### src/rtl/u16u8_pkg.sv
// Package for the UTF-16 to UTF-8 transcoder.
// Holds the command type passed from front to back and the UTF-8 byte helpers.
// No dependencies.
package u16u8_pkg;

    localparam int QUEUE_DEPTH = 4;

    localparam logic [5:0] HI_TAG = 6'b110110;
    localparam logic [5:0] LO_TAG = 6'b110111;

    typedef struct packed {
        logic        flush;
        logic [9:0]  flush_bits;
        logic        main;
        logic [20:0] cp;
        logic        last;
    } cmd_t;

    // byte count minus one for a code point
    function automatic logic [1:0] utf8_nbytes_m1(input logic [20:0] cp);
        logic [1:0] nb;
        if (cp < 21'h80) begin
            nb = 2'd0;
        end else if (cp < 21'h800) begin
            nb = 2'd1;
        end else if (cp < 21'h10000) begin
            nb = 2'd2;
        end else begin
            nb = 2'd3;
        end
        return nb;
    endfunction

    function automatic logic [7:0] utf8_byte(input logic [20:0] cp, input logic [1:0] nb,
                                             input logic [1:0] idx);
        logic [1:0] sel;
        logic [7:0] b;
        sel = nb - idx;
        if (idx == 2'd0) begin
            case (nb)
                2'd0:    b = {1'b0, cp[6:0]};
                2'd1:    b = {3'b110, cp[10:6]};
                2'd2:    b = {4'b1110, cp[15:12]};
                default: b = {5'b11110, cp[20:18]};
            endcase
        end else begin
            case (sel)
                2'd0:    b = {2'b10, cp[5:0]};
                2'd1:    b = {2'b10, cp[11:6]};
                default: b = {2'b10, cp[17:12]};
            endcase
        end
        return b;
    endfunction

endpackage

### src/rtl/u16u8_front.sv
// Front end: takes UTF-16 code units, pairs surrogates, issues commands.
// Uses u16u8_pkg.
module u16u8_front
(
    input  logic                clk,
    input  logic                rst_n,
    input  logic                in_valid,
    input  logic [15:0]         code_unit,
    input  logic                string_last,
    input  logic                full,
    output logic                in_ready,
    output logic                push,
    output u16u8_pkg::cmd_t     cmd
);

    logic       held_valid_reg;
    logic       held_valid_next;
    logic [9:0] held_bits_reg;
    logic [9:0] held_bits_next;
    logic       is_hi;
    logic       is_lo;
    logic       take;

    assign in_ready = !full;
    assign take     = in_valid && in_ready;
    assign is_hi    = (code_unit[15:10] == u16u8_pkg::HI_TAG);
    assign is_lo    = (code_unit[15:10] == u16u8_pkg::LO_TAG);

    always_comb
    begin
        held_valid_next = held_valid_reg;
        held_bits_next  = held_bits_reg;
        cmd.flush       = 1'b0;
        cmd.flush_bits  = held_bits_reg;
        cmd.main        = 1'b0;
        cmd.cp          = {5'd0, code_unit};
        cmd.last        = string_last;
        if (held_valid_reg && is_lo) begin
            cmd.main        = 1'b1;
            cmd.cp          = 21'h10000 + {1'b0, held_bits_reg, code_unit[9:0]};
            held_valid_next = 1'b0;
            held_bits_next  = 10'd0;
        end else begin
            cmd.flush = held_valid_reg;
            if (is_hi && !string_last) begin
                held_valid_next = 1'b1;
                held_bits_next  = code_unit[9:0];
            end else begin
                cmd.main        = 1'b1;
                held_valid_next = 1'b0;
                held_bits_next  = 10'd0;
            end
        end
        push = take && (cmd.flush || cmd.main);
    end

    always_ff @(posedge clk or negedge rst_n)
    begin
        if (!rst_n) begin
            held_valid_reg <= 1'b0;
            held_bits_reg  <= 10'd0;
        end else if (take) begin
            held_valid_reg <= held_valid_next;
            held_bits_reg  <= held_bits_next;
        end
    end

endmodule

### src/rtl/u16u8_fifo.sv
// Command queue between front and back, show-ahead.
// Uses u16u8_pkg.
module u16u8_fifo
#(
    parameter int DEPTH = u16u8_pkg::QUEUE_DEPTH
)
(
    input  logic                clk,
    input  logic                rst_n,
    input  logic                push,
    input  u16u8_pkg::cmd_t     push_cmd,
    input  logic                pop,
    output logic                full,
    output logic                not_empty,
    output u16u8_pkg::cmd_t     head
);

    localparam int PW = (DEPTH > 1) ? $clog2(DEPTH) : 1;
    localparam int CW = $clog2(DEPTH + 1);

    u16u8_pkg::cmd_t slot_reg [DEPTH];
    logic [PW-1:0]   wr_ptr_reg;
    logic [PW-1:0]   wr_ptr_next;
    logic [PW-1:0]   rd_ptr_reg;
    logic [PW-1:0]   rd_ptr_next;
    logic [CW-1:0]   count_reg;
    logic [CW-1:0]   count_next;

    assign full      = (count_reg == CW'(DEPTH));
    assign not_empty = (count_reg != '0);
    assign head      = slot_reg[rd_ptr_reg];

    always_comb
    begin
        wr_ptr_next = wr_ptr_reg;
        rd_ptr_next = rd_ptr_reg;
        count_next  = count_reg;
        if (push) begin
            wr_ptr_next = (wr_ptr_reg == PW'(DEPTH - 1)) ? '0 : wr_ptr_reg + PW'(1);
        end
        if (pop) begin
            rd_ptr_next = (rd_ptr_reg == PW'(DEPTH - 1)) ? '0 : rd_ptr_reg + PW'(1);
        end
        if (push && !pop) begin
            count_next = count_reg + CW'(1);
        end else if (pop && !push) begin
            count_next = count_reg - CW'(1);
        end
    end

    always_ff @(posedge clk or negedge rst_n)
    begin
        if (!rst_n) begin
            wr_ptr_reg <= '0;
            rd_ptr_reg <= '0;
            count_reg  <= '0;
        end else begin
            wr_ptr_reg <= wr_ptr_next;
            rd_ptr_reg <= rd_ptr_next;
            count_reg  <= count_next;
        end
    end

    always_ff @(posedge clk)
    begin
        if (push) begin
            slot_reg[wr_ptr_reg] <= push_cmd;
        end
    end

endmodule

### src/rtl/u16u8_back.sv
// Back end: walks each command one UTF-8 byte per cycle, unless output stalls,
// into an output register. Uses u16u8_pkg.
module u16u8_back
(
    input  logic                clk,
    input  logic                rst_n,
    input  logic                head_valid,
    input  u16u8_pkg::cmd_t     head,
    output logic                pop,
    output logic                out_valid,
    input  logic                out_ready,
    output logic [7:0]          out_byte,
    output logic                run_last,
    output logic                string_end
);

    logic        valid_reg;
    logic        valid_next;
    logic [7:0]  byte_reg;
    logic [7:0]  byte_next;
    logic        run_last_reg;
    logic        run_last_next;
    logic        str_end_reg;
    logic        str_end_next;
    logic        flush_done_reg;
    logic        flush_done_next;
    logic [1:0]  idx_reg;
    logic [1:0]  idx_next;
    logic        in_main;
    logic [20:0] cur_cp;
    logic [1:0]  nb;
    logic        phase_end;
    logic        advance;

    assign out_valid  = valid_reg;
    assign out_byte   = byte_reg;
    assign run_last   = run_last_reg;
    assign string_end = str_end_reg;

    always_comb
    begin
        in_main   = !head.flush || flush_done_reg;
        cur_cp    = in_main ? head.cp : {5'd0, u16u8_pkg::HI_TAG, head.flush_bits};
        nb        = u16u8_pkg::utf8_nbytes_m1(cur_cp);
        phase_end = (idx_reg == nb);
        advance   = !valid_reg || out_ready;

        valid_next      = valid_reg;
        byte_next       = byte_reg;
        run_last_next   = run_last_reg;
        str_end_next    = str_end_reg;
        flush_done_next = flush_done_reg;
        idx_next        = idx_reg;
        pop             = 1'b0;

        if (advance) begin
            valid_next = head_valid;
            if (head_valid) begin
                byte_next     = u16u8_pkg::utf8_byte(cur_cp, nb, idx_reg);
                run_last_next = phase_end && (in_main || !head.main);
                str_end_next  = phase_end && (in_main || !head.main) && head.last;
                if (phase_end) begin
                    idx_next = 2'd0;
                    if (!in_main && head.main) begin
                        flush_done_next = 1'b1;
                    end else begin
                        flush_done_next = 1'b0;
                        pop             = 1'b1;
                    end
                end else begin
                    idx_next = idx_reg + 2'd1;
                end
            end
        end
    end

    always_ff @(posedge clk or negedge rst_n)
    begin
        if (!rst_n) begin
            valid_reg      <= 1'b0;
            flush_done_reg <= 1'b0;
            idx_reg        <= 2'd0;
        end else begin
            valid_reg      <= valid_next;
            flush_done_reg <= flush_done_next;
            idx_reg        <= idx_next;
        end
    end

    always_ff @(posedge clk)
    begin
        byte_reg     <= byte_next;
        run_last_reg <= run_last_next;
        str_end_reg  <= str_end_next;
    end

endmodule

### src/rtl/utf16_to_utf8_transcoder.sv
// Top level of the UTF-16 to UTF-8 transcoder: front, command queue, back.
// Uses u16u8_pkg, u16u8_front, u16u8_fifo, u16u8_back.
//
//  channel  | direction | tdata             | tlast       | tuser
//  s_axis   | in        | [15:0] code_unit  | string_last | -
//  m_axis   | out       | [7:0]  out_byte   | run_last    | [0] string_end
//
// One output byte per cycle from the back end's byte sequencer, unless the output
// stalls; a unit yields 1 to 3 bytes (4 for a surrogate pair, up to 6 when a held
// surrogate is flushed). A high surrogate that is not last yields no byte and waits
// for its partner. Input is taken whenever the command queue has room; the back end
// drains it. Reset clears the held surrogate, the queue and the output valid flag.
module utf16_to_utf8_transcoder
#(
    parameter int QUEUE_DEPTH = u16u8_pkg::QUEUE_DEPTH
)
(
    input  logic        clk,
    input  logic        rst_n,
    input  logic        s_axis_tvalid,
    output logic        s_axis_tready,
    input  logic [15:0] s_axis_tdata,   // [15:0] code_unit
    input  logic        s_axis_tlast,
    output logic        m_axis_tvalid,
    input  logic        m_axis_tready,
    output logic [7:0]  m_axis_tdata,   // [7:0] out_byte
    output logic        m_axis_tlast,
    output logic [0:0]  m_axis_tuser    // [0] string_end
);

    u16u8_pkg::cmd_t push_cmd;
    u16u8_pkg::cmd_t head;
    logic            push;
    logic            pop;
    logic            full;
    logic            not_empty;

    u16u8_front u_front
    (
        .clk         (clk),
        .rst_n       (rst_n),
        .in_valid    (s_axis_tvalid),
        .code_unit   (s_axis_tdata),
        .string_last (s_axis_tlast),
        .full        (full),
        .in_ready    (s_axis_tready),
        .push        (push),
        .cmd         (push_cmd)
    );

    u16u8_fifo #(.DEPTH(QUEUE_DEPTH)) u_fifo
    (
        .clk       (clk),
        .rst_n     (rst_n),
        .push      (push),
        .push_cmd  (push_cmd),
        .pop       (pop),
        .full      (full),
        .not_empty (not_empty),
        .head      (head)
    );

    u16u8_back u_back
    (
        .clk        (clk),
        .rst_n      (rst_n),
        .head_valid (not_empty),
        .head       (head),
        .pop        (pop),
        .out_valid  (m_axis_tvalid),
        .out_ready  (m_axis_tready),
        .out_byte   (m_axis_tdata),
        .run_last   (m_axis_tlast),
        .string_end (m_axis_tuser[0])
    );

endmodule

### config.mk
export PLATFORM = sky130hd
export DESIGN_NAME = utf16_to_utf8_transcoder
export DESIGN_NICKNAME = d
export VERILOG_FILES = /design/src/rtl/u16u8_pkg.sv /design/src/rtl/u16u8_front.sv /design/src/rtl/u16u8_fifo.sv /design/src/rtl/u16u8_back.sv /design/src/rtl/utf16_to_utf8_transcoder.sv
export SDC_FILE = /design/constraint.sdc
export NUM_CORES = 1
export LEC_CHECK = 0
export CELL_PAD_IN_SITES_DETAIL_PLACEMENT = 0
export CELL_PAD_IN_SITES_GLOBAL_PLACEMENT = 2
export CORE_MARGIN = 2
export CORE_UTILIZATION = 40
export CTS_BUF_LIST = sky130_fd_sc_hd__clkbuf_4 sky130_fd_sc_hd__clkbuf_8
export DETAILED_ROUTE_END_ITERATION = 16
export DONT_BUFFER_PORTS = 1
export PLACE_DENSITY = 0.8
export SYNTH_ARGS = -nofsm -noshare
export SYNTH_HDL_FRONTEND = slang
export SYNTH_SLANG_ARGS = --single-unit
### constraint.sdc
create_clock -name clk -period 4 [get_ports clk]
set_input_delay 1.2 -clock clk [delete_from_list [all_inputs] [get_ports clk]]
set_output_delay 1.2 -clock clk [all_outputs]
set_load 0.01 [all_outputs]
# After elaboration in Yosys (flattened, before gate mapping)
# Memory sizes are Yosys's and may differ from the RTL's.
# Cells that the tools add are included.
# op_classes
add_sub_neg	7
order_cmp	3
eq_ne	9
muxes	27
reduce_logical	28
# op_table
cell	n
2-to-1 mux 21 bit	2
one-hot mux 8 bit (3 select lines)	1
adder 17 x 20 -> 21 bit (first input constant)	1
less-than comparator 21 x 12 -> 1 bit (second input constant)	1
less-than comparator 21 x 17 -> 1 bit (second input constant)	1
less-than comparator 21 x 8 -> 1 bit (second input constant)	1
2-to-1 mux 10 bit	2
2-to-1 mux 1 bit	13
equality test 6 bit (second input constant)	2
one-hot mux 6 bit (2 select lines)	1
2-to-1 mux 2 bit	5
logical AND 1 bit	9
zero test 1 bit	8
2-to-1 mux 8 bit	1
adder 2 x 1 -> 2 bit (second input constant)	3
equality test 2 bit (second input constant)	3
zero test 2 bit	3
2-to-1 mux 3 bit	2
equality test 2 x 1 -> 1 bit (second input constant)	2
logical OR 1 bit	4
adder 3 x 1 -> 3 bit (second input constant)	1
equality test 3 bit (second input constant)	1
AND reduction 3 bit	1
nonzero test 3 bit	1
5 further kinds	5
# word_totals
register_bits	32
ramBits	136
inputBits	21
output_inout_bits	12
wordCells	86
mem_count	1
# memory_table
memory	words	word_bits	read_ports	rd_ports_with_merged_regs	wr	line	text
u_fifo.slot_reg	4	34	1	0	1	u16u8_fifo.sv:21	u16u8_pkg::cmd_t slot_reg [DEPTH];

# Logic depth before layout (Yosys ltp)
# Gate-level depths: netlist (run 1).
# An unclocked memory read counts as a cell.
# logic_depth
depth_word	15
ltp_mapped	19
mapped_depth_nobuf	17

# Cells and area by module
# A second synthesis (run 1) with hierarchy kept.
# hier_totals
cells_unflattened	451
hier_area_um2	7378.3
# modules_own_cells
module	instances	cells_per_inst	area_per_inst_um2	seq_area_each_um2
u16u8_fifo	1	215	5377.7	4259.1
u16u8_back	1	146	1275.0	400.4
u16u8_front	1	90	725.7	275.3

# Least setup slack after synthesis (run 1)
# No wires, ideal clock.
# synth_timing
path_kind	reg-to-reg
startpoint	reg u_fifo.rd_ptr_reg[1]
endpoint	reg u_fifo.count_reg[1]
setup_time_ps	125
arrival_time_ps	4178
required_time_ps	3875
setup_slack_ps	-303
path_stages_with_launch	16
n_path_buf	1
period_less_slack_ps	4303
path_cell_list	dfrtp_1 > buf_2 > mux2_2 > a22oi_1 > mux4_2 > mux2_2 > o311ai_0 > a21o_1 > ha_1 > inv_1 > a211oi_4 > nand2_4 > ha_1 > inv_1 > fa_1 > mux2_2
# synth_via
elab_chain_len	15
word_cells_on_any_way	22
classes_between	3 x order compare; 1 x eq/ne; 9 x mux; 8 x reduce/logical; 1 x memory
# synth_lines
element	line	text
from (decl)	u16u8_fifo.sv:24	logic [PW-1:0] rd_ptr_reg;
from (signal assigned)	u16u8_fifo.sv:59	rd_ptr_reg <= rd_ptr_next;
memory (4 x 34 bit) *	--	
zero test 1 bit	u16u8_back.sv:42	in_main = !head.flush || flush_done_reg;
logical OR 1 bit	u16u8_back.sv:42	
2-to-1 mux 21 bit	u16u8_back.sv:43	cur_cp = in_main ? head.cp : {5'd0, u16u8_pkg::HI_TAG, head.flush_bits};
less-than comparator 21 x 17 -> 1 bit	u16u8_pkg.sv:26	end else if (cp < 21'h10000) begin
2-to-1 mux 1 bit	u16u8_pkg.sv:26	
2-to-1 mux 2 bit	u16u8_pkg.sv:24	end else if (cp < 21'h800) begin
2-to-1 mux 2 bit	u16u8_pkg.sv:22	if (cp < 21'h80) begin
equality test 2 bit	u16u8_back.sv:45	phase_end = (idx_reg == nb);
2-to-1 mux 1 bit *	u16u8_back.sv:62	if (phase_end) begin
2-to-1 mux 1 bit *	u16u8_back.sv:58	if (head_valid) begin
2-to-1 mux 1 bit *	u16u8_back.sv:56	if (advance) begin
zero test 1 bit *	u16u8_fifo.sv:44	if (push && !pop) begin
logical AND 1 bit *	u16u8_fifo.sv:44	
2-to-1 mux 3 bit *	u16u8_fifo.sv:44	
named net u_fifo.count_next[1]	u16u8_fifo.sv:27	logic [CW-1:0] count_next;
to (signal assigned)	u16u8_fifo.sv:60	count_reg <= count_next;
to (decl)	u16u8_fifo.sv:26	logic [CW-1:0] count_reg;
# Mark *: on every way through the listed nets, which the timed path passes. The rest lies on a longest branch.
# A chain may end at the register's enable or synchronous reset.

# Worst setup path in the final report (run 1)
# layout_timing
startpoint	reg u_fifo.rd_ptr_reg[0]
endpoint	reg u_fifo.count_reg[1]
# Same word-level chain as after synthesis.

==> impl_metrics.yaml, run 1 <==
status:
  status: "finished with violations"
  violations: "DRC"
layout:
  layout_commonest_cell: "edfxtp_1"
  largest_reg_flops: 136
  fill_cells: 1548
  fin_nets: 528
  final_cell_mix: "edfxtp_1 (146), nand2_1 (38), mux2i_1 (30)"
  fin_cells: 734
  diodes: 0
  area_growth_pct: 12.2
  drive_above_1_share: 0.228
routing:
  ant_nets: 0
  wl_per_cell_um: 21.7
  initialDrtViolationCount: 332
  drt-total-wl_um: 15900
  met1_length_um: 7240
  wl_met2_um: 7770
  avgViaCountPerCell: 5.54
  num_vias: 4064
  drcViolationCount: 4
  firstDrtPassIters: 13
  routed-wl-met3_um: 711
  routed.top_layer: "met4"
placed_design:
  port-buffer-count: 0
  place.gp.congestion: 0.844
  dp_cells: 699
  preCtsSetupSlack_ps: 82.5
  dp_hpwl_um: 10800
critical_path:
  cp_top_family: "multiplexers"
  path_class: "reg -> reg"
  worstPathRequired_ps: 4350
  arrival_ps: 4160
  critPathCaptureType: "register"
  slowest_delay_ps: 640
  path_cells: "buf_12 -> mux4_1 -> nor4_1 -> buf_4 -> o311ai_4 -> a21o_1 -> ha_4 -> inv_4 -> a211oi_4 -> nand2_4 -> ha_2 -> inv_1 -> fa_1 -> mux2_2"
  cp_slowest_cell: "mux4_1"
  cp_num_buf_inv: 4
  crit_path_max_fanout: 17
  startpoint_type: "register"
global_routing:
  antenna_found_initial: 0
  grt_usage: 0.173
  grt_pass1_wl_um: 25000
  grt_pass1_vias: 4182
  globalRouteOverflowTotal: 0
  grt_max_degree: 35
clock_network:
  ctsHoldBuffers: 0
  cts_tree: "built"
  clock_latency_ps: 460
  h-tree-depth: 4
  cts_made_buffers: 17
  clockBufferDepth: 2
  cts.sink_count: 168
  clk_pin_slew_ps: 90
  cts_root_buf: "clkbuf_8"
synth:
  synth_edf_count: 146
  synth_area_leaders: "edfxtp_1 (59%), mux4_2 (8.2%), dfrtp_1 (7.4%), mux2i_1 (4.2%), ha_1 (2.4%)"
  synth_area_leader_cell: "edfxtp_1"
  synthArstFlopShare: 0.131
  synth_fp_nets: 498
  ys.flop_type: "edfxtp_1"
  yosys_warnings: 0
  synth.area.mux_share: 0.154
  synth_area_um2: 7410
  synth_adder_area_share: 0.0263
  synth.top_cell.area_share: 0.591
  seq_area_frac_synth: 0.666
  netlist_instances: 462
  ys_ff_latch: 168
  syn_avg_cell_area_um2: 16.0
  synth-compound-area-share: 0.0611
  synth-simple-area-share: 0.0641
  synth-xor-area-share: 0.0103
  yosys.cell_types.count: 57
  synth_top_family_by_area: "multiplexers"
timing:
  fin_crit_sh: 0.954
  slew_headroom: 0.542
  setup_tns_ps: 0
  fin_crit_ps: 3810
  finalSetupViolCount: 0
  maxSlewViolCount: 0
  setup_ws_ps: 186
  worst_slew_pin_slew_ps: 688
  hold_violations: 0
  fmax_mhz: 262
  finClkSkew_ps: 8.29
floorplanning:
  fp-row-count: 49
  coreArea_um2: 18100
  dieArea_um2: 19600
  die_h_um: 140
  initial_core_util: 0.410
  ioPinCount: 33
  die_x_um: 140
pwr:
  power.total_mw: 6.44
  peakVddDrop_mv: 0.331
  cellPowerDensity_nw_per_um2: 774
  p_leak_nw: 2.94
min_path:
  hold_class: "in -> async"
flow_run:
  max-cap-violations: 0
Yosys cell counts, types with 2 or more instances:
library cell	instances
a21oi_1	16
a31oi_1	2
and2_1	10
buf_1	2
buf_2	3
clkbuf_1	10
dfrtp_1	22
edfxtp_1	146
ha_1	14
inv_1	17
mux2_2	10
mux2_4	2
mux2i_1	31
mux4_1	3
mux4_2	27
nand2_1	38
nand2b_1	5
nand3_1	13
nor2_1	16
nor2b_1	4
nor3_1	3
nor4_1	2
o21a_1	5
o21ai_0	21
o21ai_1	2
o221ai_1	2
o311ai_0	3
xnor2_1	2
xor2_1	3
cell type report:
| class | count | area (um2) | area share |
|---|---|---|---|
| inverter | 18 | 70.1 | 0.00843 |
| sequential | 168 | 4940 | 0.594 |
| clock inverter | 12 | 126 | 0.0152 |
| timing repair buffer | 27 | 219 | 0.0263 |
| multi-input combinational | 260 | 2410 | 0.290 |
| clock buffer | 20 | 263 | 0.0316 |
| tap | 229 | 287 | 0.0345 |
logic make-up (layout without fill, tap and decap cells):
group / count (synthesis) / after routing
AND/OR/NAND/NOR: 96 / 96
flip-flops: 168 / 168
adder cells (fa/ha/maj): 15 / 15
buffers and inverters: 34 / 77
XOR/XNOR: 7 / 7
AO/OA/AOI/OAI: 69 / 69
multiplexers: 73 / 73
final timing paths:
check                                     start                    to  slack [ps]  cells past startpoint
max                        u_fifo.rd_ptr_reg[0]   u_fifo.count_reg[1]         190                     14
min                                       rst_n     u_back.idx_reg[1]         430                      0
max reg2reg                u_fifo.rd_ptr_reg[0]   u_fifo.count_reg[1]         190                     14
min reg2reg                 u_fifo.count_reg[2]   u_fifo.count_reg[2]         500                      1
max in group asynchronous                 rst_n  u_fifo.rd_ptr_reg[1]        3480                      0
min in group clk            u_fifo.count_reg[2]   u_fifo.count_reg[2]         500                      1
metrics by stage:
stage | cell area (um2) | hold slack (ps) | util
after floorplan | 7460 | 464 | -
after global placement | 7870 | 499 | 0.435
after detailed placement | 7870 | 480 | 0.435
after CTS | 8260 | 406 | 0.457
after global routing | 8320 | 397 | 0.460
final | 8320 | 426 | 0.460
metal layers:
| metal | up-vias | GRT usage |
|---|---|---|
| met5 | - | 0 |
| met1 | 2085 | 0.236 |
| met3 | 16 | 0.0390 |
| met4 | 0 | 0.0526 |
| li1 | 1856 | - |
| met2 | 107 | 0.279 |
report_power, final:
group	internal, mW	switching [mW]	total (mW)
logic	1.23	1.51	2.74
registers	2.33	0.176	2.51
clock network	0.581	0.607	1.19
timing repair:
action | 4_1_cts | 5_1_grt
resized for setup | 0 | 10
endpoints found under the setup margin | 0 | 2
buffers inserted | 0 | 3
No activity file was read; power rests on OpenSTA's default activity.
==> run 2, diff against run 1 <==
==> constraint.sdc (replaced) <==
create_clock -name clk -period 4 [get_ports clk]
set_input_delay 0.2 -clock clk [delete_from_list [all_inputs] [get_ports clk]]
set_output_delay 0.2 -clock clk [all_outputs]
set_load 0.01 [all_outputs]
==> run 2 against run 1 <==
The run still ends with DRC left. Non-clock buffer count increased by 20. Sequential share of layout area decreased by 1.4 points. Global-route usage barely moved. Utilization grew 1.1 points. First-iteration DRC count grew 12%. Critical endpoint is now u_fifo.count_reg[2]. Largest power group unchanged.
==> impl_metrics.yaml, run 2 (synthesis results as in run 1) <==
status:
  status: "finished with violations"
  violations: "DRC"
floorplanning:
  die_x_um: 140
  fp-row-count: 49
  ioPinCount: 33
  die_h_um: 140
  initial_core_util: 0.410
  coreArea_um2: 18100
  dieArea_um2: 19600
routing:
  initialDrtViolationCount: 371
  firstDrtPassIters: 13
  drcViolationCount: 4
  avgViaCountPerCell: 5.57
  drt-total-wl_um: 16400
  ant_nets: 0
  num_vias: 4208
  wl_per_cell_um: 21.7
min_path:
  hold_depth: 1
  min_to: "u_fifo.slot_reg[2][12]"
  worstHoldStart: "s_axis_tdata[11]"
  hold_class: "in -> reg"
clock_network:
  clock_latency_ps: 460
  cts_made_buffers: 17
  cts_tree: "built"
  h-tree-depth: 4
  clockBufferDepth: 2
  clk_pin_slew_ps: 100
  cts_root_buf: "clkbuf_8"
  cts.sink_count: 168
pwr:
  peakVddDrop_mv: 0.308
  p_leak_nw: 3.02
  power.total_mw: 6.45
  cellPowerDensity_nw_per_um2: 757
timing:
  fin_crit_sh: 0.964
  whs_ps: 26.0
  maxSlewViolCount: 0
  finClkSkew_ps: 16.4
  fin_crit_ps: 3860
  slew_headroom: 0.292
  fmax_mhz: 259
  worst_slew_pin_slew_ps: 1060
  finalSetupViolCount: 0
  hold_violations: 0
placed_design:
  port-buffer-count: 0
  place.gp.congestion: 0.838
  dp_cells: 701
  dp_hpwl_um: 10900
layout:
  layout_commonest_cell: "edfxtp_1"
  area_growth_pct: 15.0
  fin_nets: 548
  fin_cells: 755
  fill_cells: 1529
  final_cell_mix: "edfxtp_1 (146), nand2_1 (38), mux4_2 (27)"
  final_core_util: 0.471
  drive_above_1_share: 0.232
  largest_reg_flops: 136
global_routing:
  grt_max_degree: 35
  grt_usage: 0.173
  grt_pass1_wl_um: 25000
  antenna_found_initial: 1
  globalRouteOverflowTotal: 0
  grt_pass1_vias: 4191
critical_path:
  r2r-end: "u_fifo.count_reg[2]"
  reg2regPathDepth: 16
  crit_path_max_fanout: 6
  startpoint_type: "register"
  critPathCaptureType: "register"
  reg2reg_slack_ps: 140
  worstPathRequired_ps: 4380
  arrival_ps: 4230
  r2r-start: "u_fifo.rd_ptr_reg[1]"
  path_class: "reg -> reg"
flow_run:
  max-cap-violations: 0
-- run 2: changes by cell type in the layout (fill, tap and decap cells not counted), moves of 2 or more --
cell	previous run	this run
inv_6	1	6
mux2i_2	1	4
mux2i_1	30	26
dlygate4sd3_1	0	17
bufinv_16	2	0
-- run 2: worst max-delay path by stage --
stage                           from                   to  slack, ps  depth (start not counted)
6_report        u_fifo.rd_ptr_reg[1]  u_fifo.count_reg[2]        140                         16
3_5_place_dp    u_fifo.rd_ptr_reg[1]  u_fifo.count_reg[1]         60                         16
2_1_floorplan   u_fifo.rd_ptr_reg[1]  u_fifo.count_reg[1]          7                         17
5_1_grt         u_fifo.rd_ptr_reg[1]  u_fifo.count_reg[2]        -40                         18
3_3_place_gp   u_back.flush_done_reg  u_fifo.count_reg[1]        160                         15
4_1_cts         u_fifo.rd_ptr_reg[1]  u_fifo.count_reg[1]         30                         16
-- run 2: cell type report --
cell class | count | area, um2 | area share
Timing Repair Buffer | 47 | 428 | 0.0502
Inverter | 18 | 67.6 | 0.00793
Antenna cell | 1 | 2.50 | 0.000294
Multi-Input combinational cell | 260 | 2450 | 0.287
Clock inverter | 14 | 114 | 0.0134
Sequential cell | 168 | 4940 | 0.579
Clock buffer | 18 | 241 | 0.0283
Tap cell | 229 | 287 | 0.0336
-- run 2: worst max-delay path: stages, from the launching register on --
cell and delay [ps]:
dfrtp_2 480, mux2_4 350, a22oi_2 220, mux4_2 340
mux2_4 310, o311ai_4 290, a21o_1 210, ha_4 210
inv_1 100, a211oi_4 60, nand2_4 100, ha_2 190
inv_1 50, fa_1 380, xor2_1 180, nor2_1 140
xor2_1 160
-- run 2: stage by stage --
step | setup WS, ps | TNS [ps] | area (um2)
6_report | 142 | 0 | 8520
3_5_place_dp | 59.9 | 0 | 7880
2_1_floorplan | 7.15 | 0 | 7460
3_3_place_gp | 161 | 0 | 7880
5_1_grt | -39.3 | -40.0 | 8520
4_1_cts | 32.7 | 0 | 8430
-- run 2: per-layer routing --
| metal | track usage | share of wire | vias to the layer above |
|---|---|---|---|
| met3 | 0.0359 | 0.051 | 22 |
| met4 | 0.0617 | 0.019 | 0 |
| met2 | 0.267 | 0.48 | 111 |
| met1 | 0.245 | 0.45 | 2169 |
| met5 | 0 | 0 | - |
| li1 | - | - | 1906 |
-- run 2: power by group --
group	internal, mW	switching (mW)
clock	0.451	0.647
sequential	2.33	0.177
combinational	1.27	1.57
total	4.05	2.40
-- run 2: repair_timing --
action | in CTS | in global routing
setup endpoints to repair | 0 | 2
endpoints found under the hold margin | 87 | 0
hold buffers | 18 | 0
buffers inserted | 0 | 3
resized for setup | 0 | 15
